`config.mk`:
```
export PLATFORM = sky130hd
export DESIGN_NAME = lpdcb_recip_div
export DESIGN_NICKNAME = d
export VERILOG_FILES = /design/src/rtl/linear_phase_dc_blocker_defines.svh /design/src/rtl/lpdcb_pkg.sv /design/src/rtl/lpdcb_recip_div.sv
export SDC_FILE = /design/constraint.sdc
export NUM_CORES = 1
export LEC_CHECK = 0
export BUFFER_PORTS_ARGS = -buffer_cell sky130_fd_sc_hd__buf_4
export CAP_MARGIN = 25
export CORE_ASPECT_RATIO = 0.5
export CORE_UTILIZATION = 63
export DETAILED_ROUTE_END_ITERATION = 8
export GPL_TIMING_DRIVEN = 0
export PLACE_DENSITY = 0.81
export REMOVE_ABC_BUFFERS = 1
export SLEW_MARGIN = 40
export SYNTH_ARGS = -nofsm -noshare
export SYNTH_HDL_FRONTEND = slang
export SYNTH_SLANG_ARGS = --single-unit
export TNS_END_PERCENT = 10
```
`constraint.sdc`:
```
create_clock -name clk -period 5.4 [get_ports clk]
set_clock_uncertainty 0.05 [all_clocks]
set_input_delay 0.27 -clock clk [delete_from_list [all_inputs] [get_ports clk]]
set_output_delay 0.27 -clock clk [all_outputs]
set_load 0.01 [all_outputs]
```
`src/rtl/linear_phase_dc_blocker_defines.svh`:
```
// Assertion macros used by the linear-phase DC blocker engine
`ifndef LINEAR_PHASE_DC_BLOCKER_DEFINES_SVH
`define LINEAR_PHASE_DC_BLOCKER_DEFINES_SVH
`ifndef SYNTHESIS
`define LPDCB_ASSERT_IMPL(label, clk, rst_n, ante, cons) \
    label: assert property (@(posedge clk) disable iff (!rst_n) (ante) |-> (cons)) \
        else $error("lpdcb: implication check failed");
`define LPDCB_ASSERT_NEXT(label, clk, rst_n, ante, cons) \
    label: assert property (@(posedge clk) disable iff (!rst_n) (ante) |=> (cons)) \
        else $error("lpdcb: next-cycle check failed");
`else
`define LPDCB_ASSERT_IMPL(label, clk, rst_n, ante, cons)
`define LPDCB_ASSERT_NEXT(label, clk, rst_n, ante, cons)
`endif
`endif

```
`src/rtl/lpdcb_pkg.sv`:
```
// Package: constants, types and helper functions of the linear-phase DC blocker
package lpdcb_pkg;

    localparam int MAX_LENGTH     = 1024;
    localparam int SAMPLE_BITS    = 24;
    localparam int NUM_STAGES     = 4;
    localparam int DEFAULT_LENGTH = 128;
    localparam int MIN_LENGTH     = 4;
    localparam int RECIP_FRAC     = 24;

    localparam int LEN_W      = $clog2(MAX_LENGTH) + 1;
    localparam int STAGE_AW   = $clog2(MAX_LENGTH);
    localparam int LONG_DEPTH = 2 * (MAX_LENGTH - 1);
    localparam int LONG_AW    = $clog2(LONG_DEPTH);
    localparam int STAGE_BW   = $clog2(NUM_STAGES);
    localparam int BANK_AW    = STAGE_BW + STAGE_AW;
    localparam int BANK_DEPTH = NUM_STAGES * MAX_LENGTH;
    localparam int SUM_W      = SAMPLE_BITS + STAGE_AW + 1;
    localparam int RECIP_W    = RECIP_FRAC + 1;
    localparam int MUL_LO_W   = (SUM_W + 1) / 2;
    localparam int MUL_A_W    = MUL_LO_W + 1;
    localparam int MUL_B_W    = RECIP_W + 1;
    localparam int MUL_P_W    = MUL_A_W + MUL_B_W;
    localparam int ACC_W      = SUM_W + RECIP_W + 1;
    localparam int DIV_CNT_W  = $clog2(RECIP_W);
    localparam int CFG_IDX_W  = 1;
    localparam int CFG_DATA_W = LEN_W;

    localparam logic [RECIP_W-1:0] RECIP_RESET =
        RECIP_W'(((2 ** RECIP_FRAC) + (DEFAULT_LENGTH / 2)) / DEFAULT_LENGTH);

    typedef logic signed [SAMPLE_BITS-1:0] sample_t;
    typedef logic [LEN_W-1:0]              len_t;
    typedef logic [RECIP_W-1:0]            recip_t;
    typedef logic signed [SUM_W-1:0]       sum_t;
    typedef logic signed [ACC_W-1:0]       acc_t;

    typedef enum logic [CFG_IDX_W-1:0] {
        CFG_FILTER_LENGTH = 1'b0,
        CFG_KEEP_STATE    = 1'b1
    } cfg_index_t;

    typedef struct packed {
        logic start;
        logic clear;
        logic res_take;
    } eng_ctrl_t;

    typedef struct packed {
        logic idle;
        logic res_valid;
    } eng_stat_t;

    function automatic len_t eff_length(input len_t req);
        len_t n;
        n = req;
        if (req == '0)
        begin
            n = len_t'(DEFAULT_LENGTH);
        end
        else if (req < len_t'(MIN_LENGTH))
        begin
            n = len_t'(MIN_LENGTH);
        end
        else if (req > len_t'(MAX_LENGTH))
        begin
            n = len_t'(MAX_LENGTH);
        end
        return n;
    endfunction

    function automatic sample_t sat_sample(input acc_t v);
        acc_t hi;
        acc_t lo;
        hi = (acc_t'(1) <<< (SAMPLE_BITS - 1)) - acc_t'(1);
        lo = -hi - acc_t'(1);
        if (v > hi)
        begin
            return hi[SAMPLE_BITS-1:0];
        end
        else if (v < lo)
        begin
            return lo[SAMPLE_BITS-1:0];
        end
        return v[SAMPLE_BITS-1:0];
    endfunction

endpackage

```
`src/rtl/lpdcb_recip_div.sv`:
```
// Restoring divider that forms the rounded reciprocal 2^24/N, one quotient bit per cycle
module lpdcb_recip_div (
    input  logic                  clk,
    input  logic                  rst_n,
    input  logic                  start,
    input  lpdcb_pkg::len_t       len,
    output logic                  busy,
    output lpdcb_pkg::recip_t     recip
);

    logic                                busy_reg;
    logic                                busy_next;
    logic [lpdcb_pkg::DIV_CNT_W-1:0]     cnt_reg;
    logic [lpdcb_pkg::DIV_CNT_W-1:0]     cnt_next;
    lpdcb_pkg::recip_t                   recip_reg;
    lpdcb_pkg::recip_t                   recip_next;
    lpdcb_pkg::len_t                     rem_reg;
    lpdcb_pkg::len_t                     rem_next;
    lpdcb_pkg::recip_t                   num_reg;
    lpdcb_pkg::recip_t                   num_next;
    lpdcb_pkg::recip_t                   quo_reg;
    lpdcb_pkg::recip_t                   quo_next;
    lpdcb_pkg::len_t                     div_reg;
    lpdcb_pkg::len_t                     div_next;
    logic [lpdcb_pkg::LEN_W:0]           trial;
    logic                                qbit;

    always_comb
    begin
        busy_next  = busy_reg;
        cnt_next   = cnt_reg;
        recip_next = recip_reg;
        rem_next   = rem_reg;
        num_next   = num_reg;
        quo_next   = quo_reg;
        div_next   = div_reg;
        trial      = {rem_reg, num_reg[lpdcb_pkg::RECIP_W-1]};
        qbit       = (trial >= {1'b0, div_reg});
        if (start)
        begin
            busy_next = 1'b1;
            cnt_next  = lpdcb_pkg::DIV_CNT_W'(lpdcb_pkg::RECIP_W - 1);
            rem_next  = '0;
            quo_next  = '0;
            div_next  = len;
            num_next  = (lpdcb_pkg::recip_t'(1) << lpdcb_pkg::RECIP_FRAC)
                        + lpdcb_pkg::recip_t'(len >> 1);
        end
        else if (busy_reg)
        begin
            rem_next = qbit ? lpdcb_pkg::LEN_W'(trial - {1'b0, div_reg})
                            : lpdcb_pkg::LEN_W'(trial);
            quo_next = {quo_reg[lpdcb_pkg::RECIP_W-2:0], qbit};
            num_next = num_reg << 1;
            if (cnt_reg == '0)
            begin
                busy_next  = 1'b0;
                recip_next = {quo_reg[lpdcb_pkg::RECIP_W-2:0], qbit};
            end
            else
            begin
                cnt_next = cnt_reg - lpdcb_pkg::DIV_CNT_W'(1);
            end
        end
    end

    always_ff @(posedge clk or negedge rst_n)
    begin
        if (!rst_n)
        begin
            busy_reg  <= 1'b0;
            cnt_reg   <= '0;
            recip_reg <= lpdcb_pkg::RECIP_RESET;
        end
        else
        begin
            busy_reg  <= busy_next;
            cnt_reg   <= cnt_next;
            recip_reg <= recip_next;
        end
    end

    always_ff @(posedge clk)
    begin
        rem_reg <= rem_next;
        num_reg <= num_next;
        quo_reg <= quo_next;
        div_reg <= div_next;
    end

    assign busy  = busy_reg;
    assign recip = recip_reg;

endmodule

```
* After elaboration in Yosys (flattened, before gate mapping) *
Index checks and enable logic that the tools add are counted.

cells by class
  $lt $le $gt $ge = 1
  bitwise gates (word level) = 1
  add/subtract/negate cells = 3
  reductions and logical operators = 4
  eq/ne operators = 1
  muxes and demuxes = 9

operators by type and width
  kind                      number
  $mux W25                  2
  $add A25 B10 Y25 const A  1
  $mux W5                   3
  $ge A12 B11 Y1            1
  $mux W11                  1
  $sub A11 B11 Y11          1
  $logic_not A5 Y1          1
  $sub A5 B1 Y5 const B     1
  $mux W1                   3
  $reduce_and A3 Y1         1
  $ne A2 B2 Y1 const B      1
  $reduce_and A2 Y1         1
  $reduce_bool A2 Y1        1
  $not A1 Y1                1

storage, ports and cells
  word-level logic and storage cells = 26
  output and inout port bits = 26
  bits of input ports = 14
  flip-flop bits (word level) = 102

* Longest topological paths before layout *
Gate-level depths: netlist of the first run.

  word-level depth = 4
  gate-level depth with buffers = 11

* Worst setup path after synthesis of the first run *
OpenSTA, ideal clock, no wires.

  path type = reg2reg
  start point = register num_reg[24]
  end point = register rem_reg[4]
  arrival time = 2.213 ns
  stages on the path, launching flop included = 10
  path slack = 3.046 ns
  library setup time = 0.091 ns
  path buffers = 0
  clock period less this slack = 2.354 ns
  data required time = 5.259 ns
  cell sequence = edfxtp_1 inv_1 ha_1 fa_1 nand2b_1 a21oi_1 o21a_1 a221oi_2 or3_1 a311oi_1

between the ends
  word-level cells in the longest chain between the ends = 2
  elaborated cells on any way between the ends = 3
  classes of those cells = add/sub: 1; order compare: 1; mux: 1

ends and longest elaborated chain
  element                                                    RTL line                                      RTL
  from (decl)                                                lpdcb_recip_div.sv:19                         lpdcb_pkg::recip_t num_reg;
  from (signal assigned)                                     lpdcb_recip_div.sv:86                         num_reg <= num_next;
  $sub A11 B11 Y11 / $ge A12 B11 Y1 (equally long branches)  lpdcb_recip_div.sv:51, lpdcb_recip_div.sv:38
  $mux W11 (*)                                               lpdcb_recip_div.sv:51                         rem_next = qbit ? lpdcb_pkg::LEN_W'(trial - {1'b0, div_reg})
  to (signal assigned)                                       lpdcb_recip_div.sv:85                         rem_reg <= rem_next;
  to (decl)                                                  lpdcb_recip_div.sv:17                         lpdcb_pkg::len_t rem_reg;

Every way passes the cells marked *; elsewhere a longest branch is shown, timed or not.
A chain may end at the register's enable or synchronous reset.

* Worst setup path after layout of the first run *
Same ends and word-level chain as after synthesis.

==> impl_metrics.tcl, run 1 <==
set metrics [dict create \
    outcome "finished clean" \
    synthTopCellsByArea "edfxtp_1, dfrtp_1, dfxtp_1" \
    rsz0062_at_grt "no" \
    initial_core_util_pct 66.3 \
    swShare_pct 29.9 \
    cp.required_ps 5600 \
    cts_sinks 102 \
    grt_max_degree 74 \
    final_cells 502 \
    port_buffers 39 \
    reg2reg_to "rem_reg[4]$_SDFFE_PP0P_" \
    r2r-start "num_reg[24]$_SDFFCE_PP1P_" \
    tritoncts.num_buffers 9 \
    diodes 0 \
    slew_headroom_pct 49.0 \
    fmax_ghz 0.358 \
    die_area_mm2 0.00752 \
    synthMuxAreaShare_pct 14.2 \
    h-tree-depth 3 \
    ys_top_cells_by_count "nor2_1, edfxtp_1, dfxtp_1" \
    antenna_found_initial 0 \
    power.switching_uw 633 \
    worstSkewPairLatency_ps 340 \
    p_per_area_mw_per_mm2 411 \
    coreArea_mm2 0.00681 \
    crit_path_start_kind "flip-flop" \
    end_kind "flip-flop" \
    synth_adder_area_share_pct 4.05 \
    die_w_um 122 \
    p_total_mw 2.11 \
    yosysTopAreaCellShare_pct 24.0 \
    detail-route-antenna-nets 0 \
    ys_warn_count 0 \
    drc 0 \
    totalWireLength_mm 8.16 \
    power_frac_seq_pct 43.9 \
    ff_latch_area_mm2 0.00256 \
    fin_crit_sh_pct 51.7 \
    placedCellCount 485 \
    synth_area_mm2 0.00451 \
    num_vias 2808 \
    dp_hpwl_mm 5.39 \
    async_flop_share_pct 30.4 \
    track_usage_pct 23.4 \
    slew_violations 0 \
    worst-setup-path-type "flip-flop to flip-flop" \
    synth_top_family_by_area "multiplexers" \
    synth-edff-count 36 \
    gp_congestion 0.847 \
    vias_per_cell 5.59 \
    grt-ovfl-total 0 \
    drt-pass1-iter-count 4 \
    crit_path_max_fanout 6 \
    n_fill_cell 418 \
    io_pins 40 \
    min_to "div_reg[0]$_DFFE_PP_" \
    clock_path_buffers 2 \
    wire_per_inst_um 16.2 \
    multi_input_area_mm2 0.00176 \
    syn_to_final_growth_pct 14.2 \
    p_comb_share_pct 26.2 \
    setup-violations-final 0 \
    ir_drop_mv 0.246 \
    die_height_um 61.8 \
    cts_tree "built" \
    hold_viol_final 0 \
    root_buffer "clkbuf_16" \
    hold_path_class "primary input to flip-flop" \
    period_minus_slack_ps 2790 \
    cap_violations 0 \
    synth.distinct_cells 57 \
    syn_avg_cell_area_um2 12.3 \
    tns_ps 0 \
    p_int_mw 1.48 \
    grt_pass1_wl_mm 13.0 \
    synth-seq-cells 102 \
    grt_pass1_vias 2741 \
    cts.clk_slew.worst_paths_ps 70 \
    clock_power_share_pct 29.9 \
    netlist_instances 368 \
    synth_compound_area_share_pct 7.71 \
    worst-r2r-setup-slack_ps 2610 \
    arrival_ps 3000 \
    p_leak_nw 2.44 \
    rr_worst_depth 10 \
    post_route_cells_drive_above_1_share_pct 24.6 \
    tightest_slew_ps 765 \
    drt_iter0_drc 264 \
    synth_top_area_cell "edfxtp_1" \
    synthSimpleGateAreaFrac_pct 11.5 \
    synthFlopType "edfxtp_1" \
    synth_most_common_cell "nor2_1" \
    fin_nets 433 \
    min_path_cells 1 \
    fp-row-count 21 \
    ys_seq_area_share_pct 56.7 \
    synth_xor_area_share_pct 1.55 \
    min-delay-start "len[0]" \
]
worst max-delay path: stages (launching register included):
cell and delay, ps:
edfxtp_1 350, inv_1 60, ha_1 220, fa_1 400
nand2b_1 190, a21oi_1 270, o21a_1 250, a221oi_2 130
buf_4 200, or3_1 340, a311oi_1 240
per-stage QoR:
step | utilization [%] | hold WS [ps] | worst slack (ps) | cell area, um2
CTS | 75.7 | 43.9 | 2640 | 5150
floorplan | - | -75.6 | 1990 | 4390
finish | 75.7 | 55.6 | 2610 | 5150
global route | 75.7 | 42.6 | 2430 | 5150
detailed placement | 71.2 | 179 | 2650 | 4850
global placement | 70.4 | 170 | 1070 | 4790
cells in the final DEF, fill, tap and decap left out, types with 5 or more instances in the layout:
| master | instances |
|---|---|
| nor2_1 | 43 |
| buf_4 | 40 |
| edfxtp_1 | 36 |
| dfxtp_1 | 35 |
| mux2_2 | 33 |
| dfrtp_1 | 29 |
| mux2i_1 | 27 |
| nand2_1 | 18 |
| inv_1 | 17 |
| nor2b_1 | 15 |
| ha_1 | 13 |
| clkbuf_16 | 10 |
| o21ai_0 | 9 |
| nand3_1 | 5 |
| o21a_1 | 5 |
| xnor2_1 | 5 |
| a211oi_1 | 5 |
layer usage:
layer	share of wire (%)	GRT usage, %	up-vias
met5	0	0	-
met4	0.42	6.88	0
met3	5.3	8.67	7
met2	49	39.5	54
met1	45	29.0	1379
li1	-	-	1368
worst max-delay path by stage:
| stage | from | endpoint | slack [ps] |
|---|---|---|---|
| 3_5_place_dp | num_reg[24]$_SDFFCE_PP1P_ | rem_reg[4]$_SDFFE_PP0P_ | 2650 |
| 4_1_cts | num_reg[24]$_SDFFCE_PP1P_ | rem_reg[4]$_SDFFE_PP0P_ | 2640 |
| 6_report | num_reg[24]$_SDFFCE_PP1P_ | rem_reg[4]$_SDFFE_PP0P_ | 2610 |
| 2_1_floorplan | busy$_DFF_PN0_ | recip[10]$_DFFE_PN0P_ | 1990 |
| 5_1_grt | num_reg[24]$_SDFFCE_PP1P_ | rem_reg[4]$_SDFFE_PP0P_ | 2430 |
| 3_3_place_gp | busy$_DFF_PN0_ | recip[24]$_DFFE_PN0P_ | 1070 |
cells by family (layout without fill, tap and decap cells):
kind of cell               count (synthesis)  count (layout)
AOI/OAI and AO/OA                         45              45
xor gates and xnor gates                   8               8
adders and majority gates                 14              14
and+or+nand+nor                          103             103
DFF                                      102             102
muxes                                     60              60
buffers and inverters                     36              78
timing repair:
action                    4_1_cts  5_1_grt
setup buffers                   0        0
hold buffers                    1        0
hold endpoints to repair       30        0
resized for setup               0        0
power by group through the flow:
stage | Sequential (mW) | Combinational (mW) | Clock, mW
floorplan | 0.930 | 0.409 | 0
global placement | 0.939 | 0.504 | 0
detailed placement | 0.941 | 0.544 | 0
CTS | 0.927 | 0.549 | 0.646
global route | 0.936 | 0.612 | 0.674
finish | 0.928 | 0.554 | 0.633
final cells by class:
type	instances	share of cell area (%)
inverters	18	1.31
well taps	92	2.23
multi-input cells	230	34.2
repair buffers	44	6.85
clock inverters	3	0.437
clock buffers	13	5.27
flip-flops and latches	102	49.7
Note: power is estimated with default switching activity, not from simulation.
==> run 2: changes to the inputs <==
- ABC_AREA: default -> 1
- CORE_UTILIZATION: 63 -> 59
- PLACE_DENSITY: 0.81 -> 0.76
- clock period: 5.4 -> 2.8 ns (I/O delays scaled with it)
==> impl_metrics.tcl, run 2 <==
set metrics [dict create \
    cp.required_ps 3030 \
    cts.clk_slew.worst_paths_ps 70 \
    ir_drop_mv 0.426 \
    clock_power_share_pct 32.1 \
    cap_violations 0 \
    grt_max_degree 50 \
    tightest_slew_ps 751 \
    outcome "finished clean" \
    synth_area_mm2 0.00454 \
    hold_slack_ps 210 \
    ff_latch_area_mm2 0.00256 \
    wire_per_inst_um 12.6 \
    synth-edff-count 36 \
    hold_viol_final 0 \
    p_int_mw 2.85 \
    io_pins 40 \
    slew_headroom_pct 49.9 \
    port_buffers 39 \
    synth_top_area_cell "edfxtp_1" \
    setup-violations-final 0 \
    p_total_mw 4.18 \
    totalWireLength_mm 8.40 \
    initial_core_util_pct 61.6 \
    crit_path_start_kind "flip-flop" \
    diodes 0 \
    track_usage_pct 23.3 \
    multi_input_area_mm2 0.00158 \
    rsz0062_at_grt "no" \
    post_route_cells_drive_above_1_share_pct 13.2 \
    yosysTopAreaCellShare_pct 23.8 \
    syn_to_final_growth_pct 17.3 \
    netlist_instances 517 \
    worst-r2r-setup-slack_ps 410 \
    ys_seq_area_share_pct 56.3 \
    h-tree-depth 3 \
    p_leak_nw 2.55 \
    coreArea_mm2 0.00738 \
    synthFlopType "edfxtp_1" \
    fin_crit_sh_pct 85.4 \
    arrival_ps 2630 \
    p_comb_share_pct 26.1 \
    min_path_cells 1 \
    p_per_area_mw_per_mm2 785 \
    vias_per_cell 5.11 \
    grt_pass1_wl_mm 14.6 \
    die_w_um 126 \
    hold_path_class "primary input to flip-flop" \
    rr_worst_depth 12 \
    cts_sinks 102 \
    antenna_found_initial 0 \
    synth-seq-cells 102 \
    gp_congestion 0.920 \
    async_flop_share_pct 30.4 \
    num_vias 3395 \
    crit_path_max_fanout 13 \
    swShare_pct 31.9 \
    grt_pass1_vias 3097 \
    drc 0 \
    ys_warn_count 0 \
    drt-pass1-iter-count 4 \
    n_fill_cell 558 \
    die_area_mm2 0.00807 \
    dp_hpwl_mm 5.37 \
    worst-setup-path-type "flip-flop to flip-flop" \
    layout_common_cells "nand2_1, inv_1, buf_4, edfxtp_1, dfxtp_1" \
    grt-ovfl-total 0 \
    fin_nets 591 \
    end_kind "flip-flop" \
    synth_most_common_cell "nand2_1" \
    fmax_ghz 0.418 \
    post-cts-setup-buffer-count 0 \
    ctsResizeCount 0 \
    power.switching_mw 1.34 \
    period_minus_slack_ps 2390 \
    die_height_um 64.0 \
    power_frac_seq_pct 41.8 \
    final_common_cell "nand2_1" \
    worstSkewPairLatency_ps 340 \
    cts_tree "built" \
    detail-route-antenna-nets 0 \
    slew_violations 0 \
    fp-row-count 22 \
    placedCellCount 636 \
    clock_path_buffers 2 \
    synthTopCellsByArea "edfxtp_1, dfrtp_1, dfxtp_1" \
    synth.distinct_cells 32 \
    syn_avg_cell_area_um2 8.79 \
    root_buffer "clkbuf_16" \
    tritoncts.num_buffers 9 \
    ys_top_cells_by_count "nand2_1, inv_1, edfxtp_1" \
    drt_iter0_drc 244 \
    final_cells 664 \
    finish.utilization_pct 72.2 \
]
==> run 2: final timing paths <==
kind	start	to
max in group asynchronous	rst_n	recip[17]$_DFFE_PN1P_
min reg2reg	quo_reg[23]$_SDFFE_PP0P_	recip[24]$_DFFE_PN0P_
min	start	div_reg[0]$_DFFE_PP_
max reg2reg	num_reg[24]$_SDFFCE_PP1P_	rem_reg[10]$_SDFFE_PP0P_
min in group asynchronous	rst_n	recip[18]$_DFFE_PN0P_
max	num_reg[24]$_SDFFCE_PP1P_	rem_reg[10]$_SDFFE_PP0P_
==> run 2: area by class of cell <==
class	count	area share [%]
flip-flops and latches	102	48.0
inverters	88	6.25
repair buffers	51	7.75
well taps	96	2.26
clock inverters	4	1.10
clock buffers	12	5.03
multi-input cells	311	29.6
==> run 2: cell families (layout without fill, tap and decap cells) <==
group	Yosys count	after routing	share of synthesized area (%)
AO/OA/AOI/OAI	58	58	7.19
AND/OR/NAND/NOR	236	236	22.8
XOR/XNOR	3	3	0.579
flip-flops	102	102	56.3
buffers and inverters	104	155	9.09
adder cells (fa/ha/maj)	14	14	4.02
==> run 2: through the flow <==
step / setup TNS (ps) / setup slack (ps) / area (um2)
3_5_place_dp: 0 / 429 / 4880
6_report: 0 / 409 / 5330
5_1_grt: 0 / 238 / 5330
2_1_floorplan: 0 / 459 / 4460
3_3_place_gp: -8580 / -559 / 4870
4_1_cts: 0 / 412 / 5330
==> run 2: metal layers <==
metal | GRT usage (%) | vias up | share of wire (%)
met5 | 0 | - | 0
met1 | 31.3 | 1619 | 49
li1 | - | 1729 | -
met4 | 7.08 | 0 | 0.60
met2 | 36.8 | 41 | 46
met3 | 6.95 | 6 | 3.9
==> run 2: worst max-delay path, stage by stage, from the launching register on <==
cell	delay, ps
edfxtp_1	370
inv_1	50
ha_1	220
fa_1	400
inv_1	110
nand3_1	70
nand3_1	210
nand3_4	200
nand4_4	240
nand2_1	190
nand2_1	110
nand2_1	60
nand2_1	50
==> run 2: timing repair <==
action                                 in CTS  in global routing
endpoints found under the hold margin      42                  0
hold buffers                               12                  0
setup endpoints to repair                   0                  0
==> run 2: power groups by stage <==
stage               clock network (mW)  registers, mW  logic (mW)
finish                            1.34           1.75        1.09
floorplan                            0           1.76       0.837
global route                      1.42           1.76        1.24
detailed placement                   0           1.78        1.07
CTS                               1.36           1.75        1.09
global placement                     0           1.77        1.04
==> run 3: changes to the inputs <==
- clock period: 2.8 -> 2.3 ns (I/O delays scaled with it)
==> impl_metrics.tcl, run 3 (same netlist as run 2, synthesis figures left out) <==
set metrics [dict create \
    post_route_cells_drive_above_1_share_pct 14.2 \
    gp_congestion 0.920 \
    reg2reg_to "rem_reg[4]$_SDFFE_PP0P_" \
    drc 0 \
    cts.clk_slew.worst_paths_ps 70 \
    multi_input_area_mm2 0.00159 \
    n_fill_cell 551 \
    diodes 0 \
    tightest_slew_ps 748 \
    h-tree-depth 3 \
    worstSkewPairLatency_ps 340 \
    die_height_um 64.0 \
    antenna_found_initial 0 \
    critPathMaxStageDelay_ps 370 \
    grt-ovfl-total 0 \
    grt_pass1_vias 3144 \
    grt_busiest_layer "met2" \
    detail-route-antenna-nets 0 \
    r2r-start "num_reg[24]$_SDFFCE_PP1P_" \
    die_area_mm2 0.00807 \
    cp_slowest_cell "edfxtp_1" \
    min_to "div_reg[0]$_DFFE_PP_" \
    hold_path_class "primary input to flip-flop" \
    dp_hpwl_mm 5.37 \
    drt_iter0_drc 284 \
    worst_path_dominant_cell_family "simple AND/OR/NAND/NOR gates" \
    root_buffer "clkbuf_16" \
    outcome "finished clean" \
    cp.buffers_inverters 3 \
    cts_tree "built" \
    tritoncts.num_buffers 9 \
    num_vias 3449 \
    crit_path_start_kind "flip-flop" \
    fin_nets 594 \
    rr_worst_depth 13 \
    slew_violations 0 \
    cts_sinks 102 \
    totalWireLength_mm 8.59 \
    io_pins 40 \
    port_buffers 39 \
    rsz0062_at_grt "no" \
    coreArea_mm2 0.00738 \
    fmax_ghz 0.464 \
    syn_to_final_growth_pct 18.3 \
    p_per_area_mw_per_mm2 971 \
    period_minus_slack_ps 2160 \
    vias_per_cell 5.17 \
    crit_top_cell "nand2_1" \
    arrival_ps 2390 \
    grt_pass1_wl_mm 14.8 \
    layout_common_cells "nand2_1, inv_1, buf_4, edfxtp_1, dfxtp_1" \
    end_kind "flip-flop" \
    hold_viol_final 0 \
    die_w_um 126 \
    ir_drop_mv 0.583 \
    initial_core_util_pct 61.6 \
    wire_per_inst_um 12.9 \
    final_common_cell "nand2_1" \
    clock_path_buffers 2 \
    crit_path_cell_trace "inv_1 -> ha_1 -> fa_2 -> inv_2 -> nand3_1 -> nand3_2 -> nand3_4 -> nand4_4 -> buf_4 -> nand2_2 -> nand2_1 -> nand2_1 -> nand2_1" \
    min-delay-start "start" \
    min_path_cells 1 \
    worst-setup-path-type "flip-flop to flip-flop" \
    ff_latch_area_mm2 0.00256 \
    p_leak_nw 2.57 \
    cp.required_ps 2540 \
    grt_util_met2_pct 38.3 \
    finish.utilization_pct 72.8 \
    fin_crit_sh_pct 93.7 \
    tns_ps 0 \
    cap_violations 0 \
    worst-r2r-setup-slack_ps 140 \
    track_usage_pct 23.8 \
    setup-violations-final 0 \
    fp-row-count 22 \
    slew_headroom_pct 50.0 \
    grt_max_degree 50 \
    crit_path_max_fanout 9 \
    use_met3_pct 6.87 \
    drt-pass1-iter-count 5 \
    grtUsageMet1_pct 31.5 \
]
==> run 3: power by group <==
group	switching [mW]	total, mW	internal [mW]
Clock	0.677	1.63	0.956
Combinational	0.902	1.46	0.556
Sequential	0.0961	2.13	2.03
Total	1.67	5.22	3.54
==> run 3: worst reg2reg max path: stages (launching register included) <==
cell,delay [ps]
edfxtp_1,370
inv_1,50
ha_1,220
fa_2,360
inv_2,80
nand3_1,80
nand3_2,140
nand3_4,170
nand4_4,180
buf_4,160
nand2_2,50
nand2_1,60
nand2_1,50
nand2_1,80
==> run 3: area by class of cell <==
| class | instances | share of cell area (%) |
|---|---|---|
| Clock buffer | 12 | 4.98 |
| Clock inverter | 4 | 1.09 |
| Tap cell | 96 | 2.24 |
| Sequential cell | 102 | 47.6 |
| Multi-Input combinational cell | 311 | 29.5 |
| Inverter | 88 | 6.19 |
| Timing Repair Buffer | 54 | 8.34 |
==> run 3: worst max-delay path by stage <==
stage / start / to / slack, ps / depth (start not counted)
finish: num_reg[24]$_SDFFCE_PP1P_ / rem_reg[4]$_SDFFE_PP0P_ / 140 / 13
global route: num_reg[24]$_SDFFCE_PP1P_ / rem_reg[4]$_SDFFE_PP0P_ / 20 / 13
CTS: busy$_DFF_PN0_ / cnt_reg[2]$_DFFE_PN0P_ / 10 / 7
detailed placement: num_reg[24]$_SDFFCE_PP1P_ / rem_reg[10]$_SDFFE_PP0P_ / -70 / 12
global placement: start / cnt_reg[2]$_DFFE_PN0P_ / -1030 / 8
floorplan: busy$_DFF_PN0_ / cnt_reg[2]$_DFFE_PN0P_ / -40 / 7
==> run 3: repair_timing <==
item,in CTS,in global routing
buffers inserted,3,0
gates cloned,0,0
pin swaps,1,1
endpoints found under the hold margin,42,0
resized for setup,1,3
setup endpoints to repair,4,14
hold buffers,12,0
==> run 3: metal layers <==
metal | vias up | wire length (um)
met4 | 0 | 131
met1 | 1630 | 4100
met3 | 14 | 453
li1 | 1739 | -
met2 | 66 | 3910
met5 | - | 0
==> run 3: stage by stage <==
stage	area, um2	power, mW	hold slack (ps)	instances	setup WS [ps]
after floorplan	4460	3.16	-231	501	-40.8
after global placement	4870	3.43	23.3	636	-1030
after detailed placement	4880	3.46	27.0	636	-71.4
after CTS	5370	5.20	185	667	12.8
after global routing	5370	5.50	211	667	15.9
final	5370	5.22	190	667	144
